$ cat config.mk
export PLATFORM = sky130hd
export DESIGN_NAME = sliding_rms_agc_envelope_core
export DESIGN_NICKNAME = d
export VERILOG_FILES = /design/src/rtl/srms_pkg.sv /design/src/rtl/srms_front.sv /design/src/rtl/srms_queue.sv /design/src/rtl/srms_back.sv /design/src/rtl/sliding_rms_agc_envelope_core.sv
export SDC_FILE = /design/constraint.sdc
export NUM_CORES = 2
export LEC_CHECK = 0
export BUFFER_PORTS_ARGS = -buffer_cell sky130_fd_sc_hd__buf_2
export CAP_MARGIN = 20
export CORE_MARGIN = 1.5
export CORE_UTILIZATION = 60
export DETAILED_ROUTE_END_ITERATION = 12
export GPL_TIMING_DRIVEN = 1
export PLACE_DENSITY = 0.76
export SETUP_SLACK_MARGIN = 0.4
export SYNTH_ARGS = -nofsm -noshare
export SYNTH_HDL_FRONTEND = slang
export SYNTH_SLANG_ARGS = --single-unit
$ cat constraint.sdc
create_clock -name i_clk -period 20.9 [get_ports i_clk]
set_clock_uncertainty 0.1 [all_clocks]
set_input_delay 1.045 -clock i_clk [delete_from_list [all_inputs] [get_ports i_clk]]
set_output_delay 1.045 -clock i_clk [all_outputs]
set_load 0.02 [all_outputs]
$ cat src/rtl/srms_pkg.sv
package srms_pkg;

    localparam int MAX_HALF_WINDOW_DEF = 63;
    localparam int RING_DEPTH_DEF      = 128;
    localparam int QUEUE_DEPTH         = 2;

    localparam int SAMPLE_W = 16;
    localparam int HW_W     = 6;
    localparam int SQ_W     = 31;
    localparam int SUM_W    = 38;
    localparam int CNT_W    = 8;
    localparam int PEND_W   = 7;
    localparam int POS_W    = 16;
    localparam int RMS_W    = 16;
    localparam int RAD_W    = 32;
    localparam int SREM_W   = 18;
    localparam int DREM_W   = 9;
    localparam int STEP_W   = 6;

    localparam int DIV_STEPS  = SUM_W;
    localparam int SQRT_STEPS = RAD_W / 2;

    localparam logic [HW_W-1:0]  HW_RESET = 6'd31;
    localparam logic [POS_W-1:0] POS_MAX  = 16'hFFFF;

    typedef struct packed {
        logic signed [SAMPLE_W-1:0] sample;
        logic                       last_sample;
    } t_in_item;

    typedef struct packed {
        logic [RMS_W-1:0] rms_value;
        logic [POS_W-1:0] position;
        logic             end_of_trace;
    } t_out_item;

    // What the front hands to the back: raw sample for the ring, its square, trace mark
    typedef struct packed {
        logic [SAMPLE_W-1:0] sample;
        logic [SQ_W-1:0]     square;
        logic                last;
    } t_work_item;

    typedef enum logic [2:0] {
        ST_IDLE,
        ST_CHECK,
        ST_TRIM,
        ST_SUB,
        ST_DIV,
        ST_SQRT,
        ST_OUT
    } t_back_state;

    // magnitude keeps 17 bits so that the most negative sample squares to 2^30
    function automatic logic [SQ_W-1:0] square_of(input logic [SAMPLE_W-1:0] s);
        logic [SAMPLE_W:0]     ext;
        logic [SAMPLE_W:0]     mag;
        logic [2*SAMPLE_W+1:0] prod;
        ext  = {s[SAMPLE_W-1], s};
        mag  = s[SAMPLE_W-1] ? ((SAMPLE_W+1)'(0) - ext) : ext;
        prod = (2*SAMPLE_W+2)'(mag) * (2*SAMPLE_W+2)'(mag);
        return prod[SQ_W-1:0];
    endfunction

endpackage

$ cat src/rtl/srms_front.sv
module srms_front (
    input  logic                   i_clk,
    input  logic                   i_rst_n,
    input  logic                   i_in_valid,
    input  srms_pkg::t_in_item     i_in_data,
    output logic                   o_in_stall,
    output logic                   o_push,
    output srms_pkg::t_work_item   o_push_item,
    input  logic                   i_queue_full
);

    logic                 r_valid;
    logic                 n_valid;
    srms_pkg::t_work_item r_item;
    logic                 accept;

    assign o_in_stall  = r_valid && i_queue_full;
    assign accept      = i_in_valid && !o_in_stall;
    assign o_push      = r_valid && !i_queue_full;
    assign o_push_item = r_item;
    assign n_valid     = accept || (r_valid && i_queue_full);

    always_ff @(posedge i_clk) begin
        if (!i_rst_n) begin
            r_valid <= 1'b0;
        end else begin
            r_valid <= n_valid;
        end
    end

    always_ff @(posedge i_clk) begin
        if (accept) begin
            r_item.sample <= i_in_data.sample;
            r_item.square <= srms_pkg::square_of(i_in_data.sample);
            r_item.last   <= i_in_data.last_sample;
        end
    end

endmodule

$ cat src/rtl/srms_queue.sv
module srms_queue #(
    parameter int Depth = srms_pkg::QUEUE_DEPTH
) (
    input  logic                 i_clk,
    input  logic                 i_rst_n,
    input  logic                 i_push,
    input  srms_pkg::t_work_item i_push_item,
    input  logic                 i_pop,
    output srms_pkg::t_work_item o_head,
    output logic                 o_full,
    output logic                 o_empty
);

    localparam int PTR_W = (Depth > 1) ? $clog2(Depth) : 1;
    localparam int CNT_W = $clog2(Depth + 1);

    srms_pkg::t_work_item r_mem [Depth];
    logic [PTR_W-1:0]     r_wr;
    logic [PTR_W-1:0]     r_rd;
    logic [CNT_W-1:0]     r_cnt;
    logic                 do_push;
    logic                 do_pop;

    assign o_full  = (r_cnt == CNT_W'(Depth));
    assign o_empty = (r_cnt == '0);
    assign do_push = i_push && !o_full;
    assign do_pop  = i_pop && !o_empty;
    assign o_head  = r_mem[r_rd];

    always_ff @(posedge i_clk) begin
        if (!i_rst_n) begin
            r_wr  <= '0;
            r_rd  <= '0;
            r_cnt <= '0;
        end else begin
            if (do_push) begin
                r_wr <= (r_wr == PTR_W'(Depth - 1)) ? '0 : r_wr + 1'b1;
            end
            if (do_pop) begin
                r_rd <= (r_rd == PTR_W'(Depth - 1)) ? '0 : r_rd + 1'b1;
            end
            if (do_push && !do_pop) begin
                r_cnt <= r_cnt + 1'b1;
            end else if (do_pop && !do_push) begin
                r_cnt <= r_cnt - 1'b1;
            end
        end
    end

    always_ff @(posedge i_clk) begin
        if (do_push) begin
            r_mem[r_wr] <= i_push_item;
        end
    end

endmodule

$ cat src/rtl/srms_back.sv
module srms_back #(
    parameter int MaxHalfWindow = srms_pkg::MAX_HALF_WINDOW_DEF,
    parameter int RingDepth     = srms_pkg::RING_DEPTH_DEF
) (
    input  logic                                i_clk,
    input  logic                                i_rst_n,
    input  logic                                i_queue_empty,
    input  srms_pkg::t_work_item                i_head,
    output logic                                o_pop,
    input  logic                                i_cfg_valid,
    input  logic [srms_pkg::HW_W-1:0]           i_cfg_data,
    output logic                                o_out_valid,
    input  logic                                i_out_stall,
    output srms_pkg::t_out_item                 o_out_data
);

    localparam int IDX_W = $clog2(RingDepth);
    localparam int WLIM  = (RingDepth - 1) / 2;
    localparam int WCAP  = (MaxHalfWindow < WLIM) ? MaxHalfWindow : WLIM;

    localparam int SUM_W  = srms_pkg::SUM_W;
    localparam int CNT_W  = srms_pkg::CNT_W;
    localparam int PEND_W = srms_pkg::PEND_W;
    localparam int HW_W   = srms_pkg::HW_W;
    localparam int POS_W  = srms_pkg::POS_W;
    localparam int RMS_W  = srms_pkg::RMS_W;
    localparam int RAD_W  = srms_pkg::RAD_W;
    localparam int SREM_W = srms_pkg::SREM_W;
    localparam int DREM_W = srms_pkg::DREM_W;
    localparam int STEP_W = srms_pkg::STEP_W;
    localparam int SQ_W   = srms_pkg::SQ_W;
    localparam int SW     = srms_pkg::SAMPLE_W;

    logic [SW-1:0] r_ring [RingDepth];
    logic [SW-1:0] r_rd_data;

    srms_pkg::t_back_state r_state, n_state;
    logic [IDX_W-1:0]  r_wp, n_wp;
    logic [SUM_W-1:0]  r_sum, n_sum;
    logic [CNT_W-1:0]  r_count, n_count;
    logic [PEND_W-1:0] r_pend, n_pend;
    logic [POS_W-1:0]  r_pos, n_pos;
    logic              r_last, n_last;
    logic [HW_W-1:0]   r_w, n_w;
    logic [HW_W-1:0]   r_hw;
    logic [SUM_W-1:0]  r_dvd, n_dvd;
    logic [DREM_W-1:0] r_drem, n_drem;
    logic [STEP_W-1:0] r_step, n_step;
    logic [RAD_W-1:0]  r_rad, n_rad;
    logic [RMS_W-1:0]  r_root, n_root;
    logic [SREM_W-1:0] r_srem, n_srem;
    logic              r_out_valid, n_out_valid;
    srms_pkg::t_out_item r_out, n_out;

    logic [HW_W-1:0]   w_eff;
    logic              ring_wr;
    logic              ring_rd;
    logic [IDX_W-1:0]  rd_idx;
    logic [IDX_W:0]    wp_ext;
    logic [IDX_W:0]    cnt_ext;
    logic [IDX_W:0]    idx_full;
    logic [CNT_W-1:0]  pend_ext;
    logic              trim_more;
    logic [SQ_W-1:0]   rd_sq;
    logic [DREM_W-1:0] drem_sh;
    logic [SREM_W-1:0] srem_sh;
    logic [SREM_W-1:0] trial;
    logic              out_free;

    assign w_eff    = (r_hw > HW_W'(WCAP)) ? HW_W'(WCAP) : r_hw;
    assign wp_ext   = {1'b0, r_wp};
    assign cnt_ext  = r_count[IDX_W:0];
    assign idx_full = (wp_ext >= cnt_ext) ? (wp_ext - cnt_ext)
                                          : (wp_ext + (IDX_W+1)'(RingDepth) - cnt_ext);
    assign rd_idx   = idx_full[IDX_W-1:0];
    assign pend_ext = CNT_W'(r_pend);
    assign trim_more = (r_count > pend_ext) && ((r_count - pend_ext) > CNT_W'(r_w));
    assign rd_sq    = srms_pkg::square_of(r_rd_data);
    assign drem_sh  = {r_drem[DREM_W-2:0], r_dvd[SUM_W-1]};
    assign srem_sh  = {r_srem[SREM_W-3:0], r_rad[RAD_W-1:RAD_W-2]};
    assign trial    = {r_root, 2'b01};
    assign out_free = !r_out_valid || !i_out_stall;

    assign o_out_valid = r_out_valid;
    assign o_out_data  = r_out;

    always_comb begin
        n_state     = r_state;
        n_wp        = r_wp;
        n_sum       = r_sum;
        n_count     = r_count;
        n_pend      = r_pend;
        n_pos       = r_pos;
        n_last      = r_last;
        n_w         = r_w;
        n_dvd       = r_dvd;
        n_drem      = r_drem;
        n_step      = r_step;
        n_rad       = r_rad;
        n_root      = r_root;
        n_srem      = r_srem;
        n_out_valid = r_out_valid && i_out_stall;
        n_out       = r_out;
        o_pop       = 1'b0;
        ring_wr     = 1'b0;
        ring_rd     = 1'b0;

        unique case (r_state)
            srms_pkg::ST_IDLE: begin
                if (!i_queue_empty) begin
                    o_pop   = 1'b1;
                    ring_wr = 1'b1;
                    n_wp    = (r_wp == IDX_W'(RingDepth - 1)) ? '0 : r_wp + 1'b1;
                    n_sum   = r_sum + SUM_W'(i_head.square);
                    n_count = r_count + 1'b1;
                    n_pend  = r_pend + 1'b1;
                    n_last  = i_head.last;
                    n_w     = w_eff;
                    n_state = srms_pkg::ST_CHECK;
                end
            end
            srms_pkg::ST_CHECK: begin
                if (r_last ? (r_pend != '0) : (r_pend > PEND_W'(r_w))) begin
                    n_state = srms_pkg::ST_TRIM;
                end else begin
                    if (r_last) begin
                        n_sum   = '0;
                        n_count = '0;
                        n_pend  = '0;
                        n_pos   = '0;
                    end
                    n_state = srms_pkg::ST_IDLE;
                end
            end
            srms_pkg::ST_TRIM: begin
                // oldest sample drops out while the window reaches past w behind the output
                if (trim_more) begin
                    ring_rd = 1'b1;
                    n_state = srms_pkg::ST_SUB;
                end else if (r_count != '0 && r_sum != '0) begin
                    n_dvd   = r_sum;
                    n_drem  = '0;
                    n_step  = '0;
                    n_state = srms_pkg::ST_DIV;
                end else begin
                    n_root  = '0;
                    n_state = srms_pkg::ST_OUT;
                end
            end
            srms_pkg::ST_SUB: begin
                n_sum   = (r_sum >= SUM_W'(rd_sq)) ? r_sum - SUM_W'(rd_sq) : '0;
                n_count = r_count - 1'b1;
                n_state = srms_pkg::ST_TRIM;
            end
            srms_pkg::ST_DIV: begin
                if (drem_sh >= DREM_W'(r_count)) begin
                    n_drem = drem_sh - DREM_W'(r_count);
                    n_dvd  = {r_dvd[SUM_W-2:0], 1'b1};
                end else begin
                    n_drem = drem_sh;
                    n_dvd  = {r_dvd[SUM_W-2:0], 1'b0};
                end
                n_step = r_step + 1'b1;
                if (r_step == STEP_W'(srms_pkg::DIV_STEPS - 1)) begin
                    // quotient is below 2^31, so the low word is the whole mean
                    n_rad   = n_dvd[RAD_W-1:0];
                    n_root  = '0;
                    n_srem  = '0;
                    n_step  = '0;
                    n_state = srms_pkg::ST_SQRT;
                end
            end
            srms_pkg::ST_SQRT: begin
                if (srem_sh >= trial) begin
                    n_srem = srem_sh - trial;
                    n_root = {r_root[RMS_W-2:0], 1'b1};
                end else begin
                    n_srem = srem_sh;
                    n_root = {r_root[RMS_W-2:0], 1'b0};
                end
                n_rad  = {r_rad[RAD_W-3:0], 2'b00};
                n_step = r_step + 1'b1;
                if (r_step == STEP_W'(srms_pkg::SQRT_STEPS - 1)) begin
                    n_state = srms_pkg::ST_OUT;
                end
            end
            srms_pkg::ST_OUT: begin
                if (out_free) begin
                    n_out_valid        = 1'b1;
                    n_out.rms_value    = r_root;
                    n_out.position     = r_pos;
                    n_out.end_of_trace = r_last && (r_pend == PEND_W'(1));
                    n_pend             = (r_pend != '0) ? r_pend - 1'b1 : r_pend;
                    n_pos              = (r_pos != srms_pkg::POS_MAX) ? r_pos + 1'b1 : r_pos;
                    n_state            = srms_pkg::ST_CHECK;
                end
            end
            default: begin
                n_state = srms_pkg::ST_IDLE;
            end
        endcase
    end

    always_ff @(posedge i_clk) begin
        if (!i_rst_n) begin
            r_state     <= srms_pkg::ST_IDLE;
            r_wp        <= '0;
            r_sum       <= '0;
            r_count     <= '0;
            r_pend      <= '0;
            r_pos       <= '0;
            r_last      <= 1'b0;
            r_w         <= '0;
            r_hw        <= srms_pkg::HW_RESET;
            r_out_valid <= 1'b0;
        end else begin
            r_state     <= n_state;
            r_wp        <= n_wp;
            r_sum       <= n_sum;
            r_count     <= n_count;
            r_pend      <= n_pend;
            r_pos       <= n_pos;
            r_last      <= n_last;
            r_w         <= n_w;
            r_out_valid <= n_out_valid;
            if (i_cfg_valid) begin
                r_hw <= i_cfg_data;
            end
        end
    end

    always_ff @(posedge i_clk) begin
        r_dvd  <= n_dvd;
        r_drem <= n_drem;
        r_step <= n_step;
        r_rad  <= n_rad;
        r_root <= n_root;
        r_srem <= n_srem;
        r_out  <= n_out;
    end

    always_ff @(posedge i_clk) begin
        if (ring_wr) begin
            r_ring[r_wp] <= i_head.sample;
        end
        if (ring_rd) begin
            r_rd_data <= r_ring[rd_idx];
        end
    end

endmodule

$ cat src/rtl/sliding_rms_agc_envelope_core.sv
// Flow: the front registers each sample with its square, the queue holds it, and the
// back pops it while idle; each result then drops the leaving samples one ring read at a
// time, runs the 1-bit-a-cycle divide and the square root; a zero result skips both.
// Throughput is set by the shared divide/root unit: one result at a time.
// Reset (synchronous, i_rst_n low) clears sums, counts, position and pointers and sets
// the half width to 31; the sample ring holds stale data, which is never read.
module sliding_rms_agc_envelope_core #(
    parameter int MaxHalfWindow = srms_pkg::MAX_HALF_WINDOW_DEF,
    parameter int RingDepth     = srms_pkg::RING_DEPTH_DEF
) (
    input  logic                        i_clk,
    input  logic                        i_rst_n,
    input  logic                        i_in_valid,
    output logic                        o_in_stall,
    input  srms_pkg::t_in_item          i_in_data,
    output logic                        o_out_valid,
    input  logic                        i_out_stall,
    output srms_pkg::t_out_item         o_out_data,
    input  logic                        i_cfg_valid,
    output logic                        o_cfg_ready,
    input  logic [srms_pkg::HW_W-1:0]   i_cfg_data
);

    logic                 push;
    srms_pkg::t_work_item push_item;
    logic                 queue_full;
    logic                 queue_empty;
    logic                 pop;
    srms_pkg::t_work_item head;

    assign o_cfg_ready = 1'b1;

    srms_front u_front (
        .i_clk        (i_clk),
        .i_rst_n      (i_rst_n),
        .i_in_valid   (i_in_valid),
        .i_in_data    (i_in_data),
        .o_in_stall   (o_in_stall),
        .o_push       (push),
        .o_push_item  (push_item),
        .i_queue_full (queue_full)
    );

    srms_queue #(
        .Depth (srms_pkg::QUEUE_DEPTH)
    ) u_queue (
        .i_clk       (i_clk),
        .i_rst_n     (i_rst_n),
        .i_push      (push),
        .i_push_item (push_item),
        .i_pop       (pop),
        .o_head      (head),
        .o_full      (queue_full),
        .o_empty     (queue_empty)
    );

    srms_back #(
        .MaxHalfWindow (MaxHalfWindow),
        .RingDepth     (RingDepth)
    ) u_back (
        .i_clk         (i_clk),
        .i_rst_n       (i_rst_n),
        .i_queue_empty (queue_empty),
        .i_head        (head),
        .o_pop         (pop),
        .i_cfg_valid   (i_cfg_valid && o_cfg_ready),
        .i_cfg_data    (i_cfg_data),
        .o_out_valid   (o_out_valid),
        .i_out_stall   (i_out_stall),
        .o_out_data    (o_out_data)
    );

endmodule

# --- Yosys cells after proc, flatten, opt, wreduce, memory -nomap -nowiden ---
# Memory sizes are Yosys's and may differ from the RTL's. A register that Yosys moved wholly into a read port is not among the register bits.
# Index checks and enable logic that the tools add are counted.
classes:
  addsub: 21
  multipliers: 2
  magnitude_cmp: 8
  n_eq_ne: 23
  mux: 72
  bitwise_logic: 1
  n_reduce_logical: 42
ops:
  columns: ["op", "count"]
  rows:
  - ["$mux W38", 6]
  - ["$mux W16", 9]
  - ["$pmux W38 S3", 1]
  - ["$pmux W38 S2", 1]
  - ["$pmux W16 S2", 2]
  - ["$pmux W32 S2", 1]
  - ["$mul A17 B17 Y31", 2]
  - ["$mux W7", 7]
  - ["$mux W8", 6]
  - ["$pmux W16 S3", 1]
  - ["$add A38 B31 Y38", 1]
  - ["$ge A38 B31 Y1", 1]
  - ["$reduce_bool A38 Y1", 1]
  - ["$sub A38 B31 Y38", 1]
  - ["$mux W17", 2]
  - ["$sub A1 B16 Y17 const A", 2]
  - ["$mux W32", 1]
  - ["$mux W6", 4]
  - ["$pmux W8 S3", 1]
  - ["$add A7 B1 Y7 const B", 3]
  - ["$pmux W3 S7", 1]
  - ["$pmux W7 S3", 1]
  - ["$ge A18 B18 Y1", 1]
  - ["$pmux W6 S3", 1]
  - ["48 further kinds", 112]
totals:
  register_bits: 295
  ramBits: 2144
  input_bits: 28
  output_inout_bits: 36
  wordCells: 197
  n_memories: 2
memory_table:
  columns: ["name", "words", "word_bits", "rd", "rd_ports_with_merged_regs", "wr", "line_no", "source"]
  rows:
  - ["u_back.r_ring", 128, 16, 1, 1, 1, "srms_back.sv:34", "logic [SW-1:0] r_ring [RingDepth];"]
  - ["u_queue.r_mem", 2, 48, 1, 1, 1, "srms_queue.sv:17", "srms_pkg::t_work_item r_mem [Depth];"]

# --- Logic depth before layout (Yosys ltp) ---
logic_depth:
  depth_word: 8
  mapped_depth: 47
  depth_no_buf: 42

# --- By module ---
# Synthesis repeated with hierarchy kept, for this count alone.
unflattened:
  hier_cells: 7080
  hier_area_um2: 116013.8
modules_own_cells:
  columns: ["module", "n_inst", "cells_per_inst", "area_per_inst_um2", "seq_area_each_um2"]
  rows:
  - ["srms_back", 1, 5890, 102495.8, 68315.5]
  - ["srms_front", 1, 1014, 9809.4, 1401.3]
  - ["srms_queue", 1, 174, 3697.3, 2982.9]
  - ["sliding_rms_agc_envelope_core", 1, 2, 11.3, 0.0]

# --- Worst setup path after synthesis ---
# No wires, ideal clock.
synth_path:
  path_kind: "register -> register"
  from: "register u_back.r_rd_data[0], read port of u_back.r_ring"
  to: "register u_back.r_sum[32]"
  setup_ps: 79
  t_arrival_ps: 9586
  required_ps: 20721
  setup_slack_ps: 11134
  path_stages_with_launch: 44
  n_path_buf: 4
  synth_period_minus_slack_ps: 9766
  cell_sequence: "edfxtp_1 clkbuf_1 inv_1 clkbuf_1 ha_1 nand3_1 o21ai_0 nand2_1 xnor2_1 inv_1 clkbuf_1 nand2_1 fa_1 fa_1 fa_1 inv_1 fa_1 fa_1 [... 8 more ...] a41o_1 a2111oi_0 o21ai_0 a21oi_1 o21bai_1 xnor2_1 ha_1 and2_1 nand3_1 or3_1 clkbuf_1 nor2b_1 nand4_1 a31o_2 o31ai_4 a21oi_2 a2111o_1 a211oi_2"
synth_via:
  elab_chain_len: 6
  word_cells_on_any_way: 7
  classes_between: "add/sub (2); mul (1); order compare (1); mux (3)"
synth_rtl:
  columns: ["item", "line_no", "source"]
  rows:
  - ["start, declared", "srms_back.sv:35", "logic [SW-1:0] r_rd_data;"]
  - ["$sub A1 B16 Y17", "srms_pkg.sv:60", "mag = s[SAMPLE_W-1] ? ((SAMPLE_W+1)'(0) - ext) : ext;"]
  - ["$mux W17 (*)", "srms_pkg.sv:60", null]
  - ["$mul A17 B17 Y31 (*)", "srms_pkg.sv:61", "prod = (2*SAMPLE_W+2)'(mag) * (2*SAMPLE_W+2)'(mag);"]
  - ["$sub A38 B31 Y38 / $ge A38 B31 Y1 (equally long branches)", "srms_back.sv:151", "n_sum = (r_sum >= SUM_W'(rd_sq)) ? r_sum - SUM_W'(rd_sq) : '0;"]
  - ["$mux W38 (*)", "srms_back.sv:151", null]
  - ["$pmux W38 S3 (*)", "srms_back.sv:108", "unique case (r_state)"]
  - ["end signal, assigned", "srms_back.sv:219", "r_sum <= n_sum;"]
  - ["end, declared", "srms_back.sv:39", "logic [SUM_W-1:0] r_sum, n_sum;"]
# Every way passes the cells marked *; elsewhere a longest branch is shown, timed or not.
# A chain may end at the register's enable or synchronous reset.

# --- Final worst setup path ---
# Ends and elaborated chain as after synthesis.

==> results.md <==
* CTS H-Tree Depth at 4
* Final nets at about 8,000
* FF-to-FF Start: u_back.r_rd_data[0]$_DFFE_PP_
* Antenna violations before repair at 15
* Drt total wl at 273,000 µm
* Avg Cell Area, Syn at 16.5 µm²
* Run status: finished, final reports clean
* FMAX at ~0.085 GHz
* RD Place Congestion at 0.901
* Wirelength per Cell at 27.5 µm
* Post-synth EDFFs at approximately 2,400
* Crit-path max FO at 26
* R2R depth at 37
* GRT Util Overall at 0.287
* I/O Buffers at 62
* CTS Hold Buffers Added at 0
* Largest stage delay, worst path at between 1000 and 1500 ps
* Hold Slack at 315 ps
* RSZ-0062 raised after global routing: false
* Fin crit share at 0.560
* Die height at roughly 440 µm
* Post-DP HPWL at about 170,000 µm
* Critical path class: register to register
* Initial Utilization at 0.604
* CTS Sinks at 2,450
* Pre-antenna DRT Iters at 6
* Vias per inst at between 6 and 7
* Ys flop type: edfxtp_1
* Crit end category: register
* Synth top area cells: edfxtp_1, mux4_2, fa_1
* Die Wd at 440 µm
* Post-synthesis async set-or-reset flop share at 0
* Layout cell share with drive strength beyond 1 at 0.184
* Arr. time, crit path at about 12,000 ps
* Setup_tns at 0 ps
* Vias at 62,700
* Yosys warnings at 0
* Critical Path Slowest Stage Cell: o31ai_4
* Final setup vio count at 0
* CTS tree: yes
* CP most frequent cell: fa_1
* Share of the synthesized area in the top cell type at 0.615
* Mapped cell area at 0.115 mm²
* Layout area overhead at 10.4%
* Min-Delay Path Class: input pin to register
* Data required, critical path at between 20,000 and 25,000 ps
* Post-synthesis cell count at about 6,900
* Global route overflow at 0
* Ports at 64
* Final ANT Viol Nets at 0
* Max Slew Vio Count at 0
* Synth unique cells at 80
* Die Area at 0.194 mm²
* Largest area contributor in the netlist: edfxtp_1
* Max Cap Violations at 0
* Count leader, synth: edfxtp_1
* CTS resizes at 0
* Core Area at 0.190 mm²
* FP Rows at 160
* FF+latch count, synth at approximately 2,500
* Drt drc at 0
* Vias in the first global route at 64,200
* RR Endpoint: u_back.r_sum[32]$_SDFFE_PN0P_
* Startpoint Class: register
* Initial DRC Count at 7,078
* Tmin final at between 10,000 and 15,000 ps
* FILL cells at 12,200
* Worst hold stages at 1
* Actual slew at the worst max-slew pin at roughly 1200 ps
* CTS Buffer Depth at 3
* Final hold viol count at 0
* Largest net degree at the start of global routing at 136
* Postcts setup bufs at 0
* Hold Crit Start: i_in_data[0]
* Clock-pin slew on the worst setup and hold paths at ~60 ps
* Num CTS Buffers at 230
* Clk root buf: clkbuf_16
* Hold Path End: u_front.o_push_item[0]$_DFFE_PP_
* Sequential-to-total area share from yosys stat at 0.633
* Most frequent cells after synthesis: edfxtp_1, inv_1, mux4_2, nand2_1, nor2_1
* Flop-to-flop setup slack at 9200 ps
* Global-route wire length before repair at 410,000 µm
* Worst-skew pair later-pin latency at 880 ps
* Max-Slew Margin vs Limit at 0.212
-- final cells by class --
type                       count  area (µm²)  area share
sequential                  2450       72600       0.573
multi-input combinational   3610       39100       0.308
clock buffer                 286        6040      0.0477
tap                         2511        3140      0.0248
inverter                     669        2510      0.0198
timing repair buffer         263        1980      0.0156
clock inverter               142        1390      0.0109
antenna                        5        12.5   0.0000987
-- how the worst max path moves through the flow --
stage	from	endpoint	slack (ps)
2_1_floorplan	u_back.r_rd_data[0]$_DFFE_PP_	u_back.r_sum[32]$_SDFFE_PN0P_	11130
3_3_place_gp	u_back.r_rd_data[0]$_DFFE_PP_	u_back.r_sum[32]$_SDFFE_PN0P_	9870
3_5_place_dp	u_back.r_rd_data[0]$_DFFE_PP_	u_back.r_sum[32]$_SDFFE_PN0P_	9520
4_1_cts	u_back.r_rd_data[0]$_DFFE_PP_	u_back.r_sum[32]$_SDFFE_PN0P_	9450
5_1_grt	u_back.r_rd_data[0]$_DFFE_PP_	u_back.r_sum[32]$_SDFFE_PN0P_	8530
6_report	u_back.r_rd_data[0]$_DFFE_PP_	u_back.r_sum[32]$_SDFFE_PN0P_	9200
-- registers in the layout, summed over array words and instances, names as in the netlist, 32 cells and up, named ones only --
register             count
u_back.r_dvd            38
u_back.r_rad            32
u_back.r_sum            38
u_front.o_push_item     46
u_queue.r_mem           92
u_back.o_out_data       33
u_back.r_ring         2048
-- per-layer routing --
metal / wire length, µm / share of wire / track usage / up-vias
li1: - / - / - / 26600
met1: 108000 / 0.39 / 0.401 / 32500
met2: 133000 / 0.49 / 0.464 / 3096
met3: 23300 / 0.085 / 0.0540 / 485
met4: 8410 / 0.031 / 0.0875 / 20
met5: 125 / 0.00046 / 0 / -
-- layout by cell type, fill, tap and decap left out, drive strengths merged, types with 149 or more instances in the layout --
cell type / n
edfxtp: 2351
fa: 386
clkbuf: 287
mux4: 640
nor2: 444
a21oi: 149
o21ai: 162
nand2: 530
ha: 312
buf: 262
inv: 662
-- critical path, delay by kind of cell (launching register included) --
kind	cells	cell delay, ps
AO/OA/AOI/OAI	12	3810
adder cells (fa/ha/maj)	8	3630
buffers and inverters	6	800
AND/OR/NAND/NOR	9	2030
flip-flops	1	560
XOR/XNOR	2	680
-- per-stage QoR --
step	worst slack, ps	util	std cells	cell area (µm²)
after floorplan	11130	-	7006	115000
after global placement	9870	0.627	9497	119000
after detailed placement	9520	0.627	9499	119000
after CTS	9450	0.666	9927	127000
after global routing	8530	0.667	9932	127000
final	9200	0.667	9936	127000
-- logic make-up after synthesis --
family,Yosys count,synth area share
mux,776,0.138
other cells,2,0.0000655
simple gates,1252,0.0462
fa+ha+maj,698,0.101
buf+inv,946,0.0311
flops,2450,0.633
xor+xnor,208,0.0159
compound gates,608,0.0345
Power is left out: the tool's default activity adds up to more than one toggle a clock period on the data nets, which glitch-free logic cannot reach.
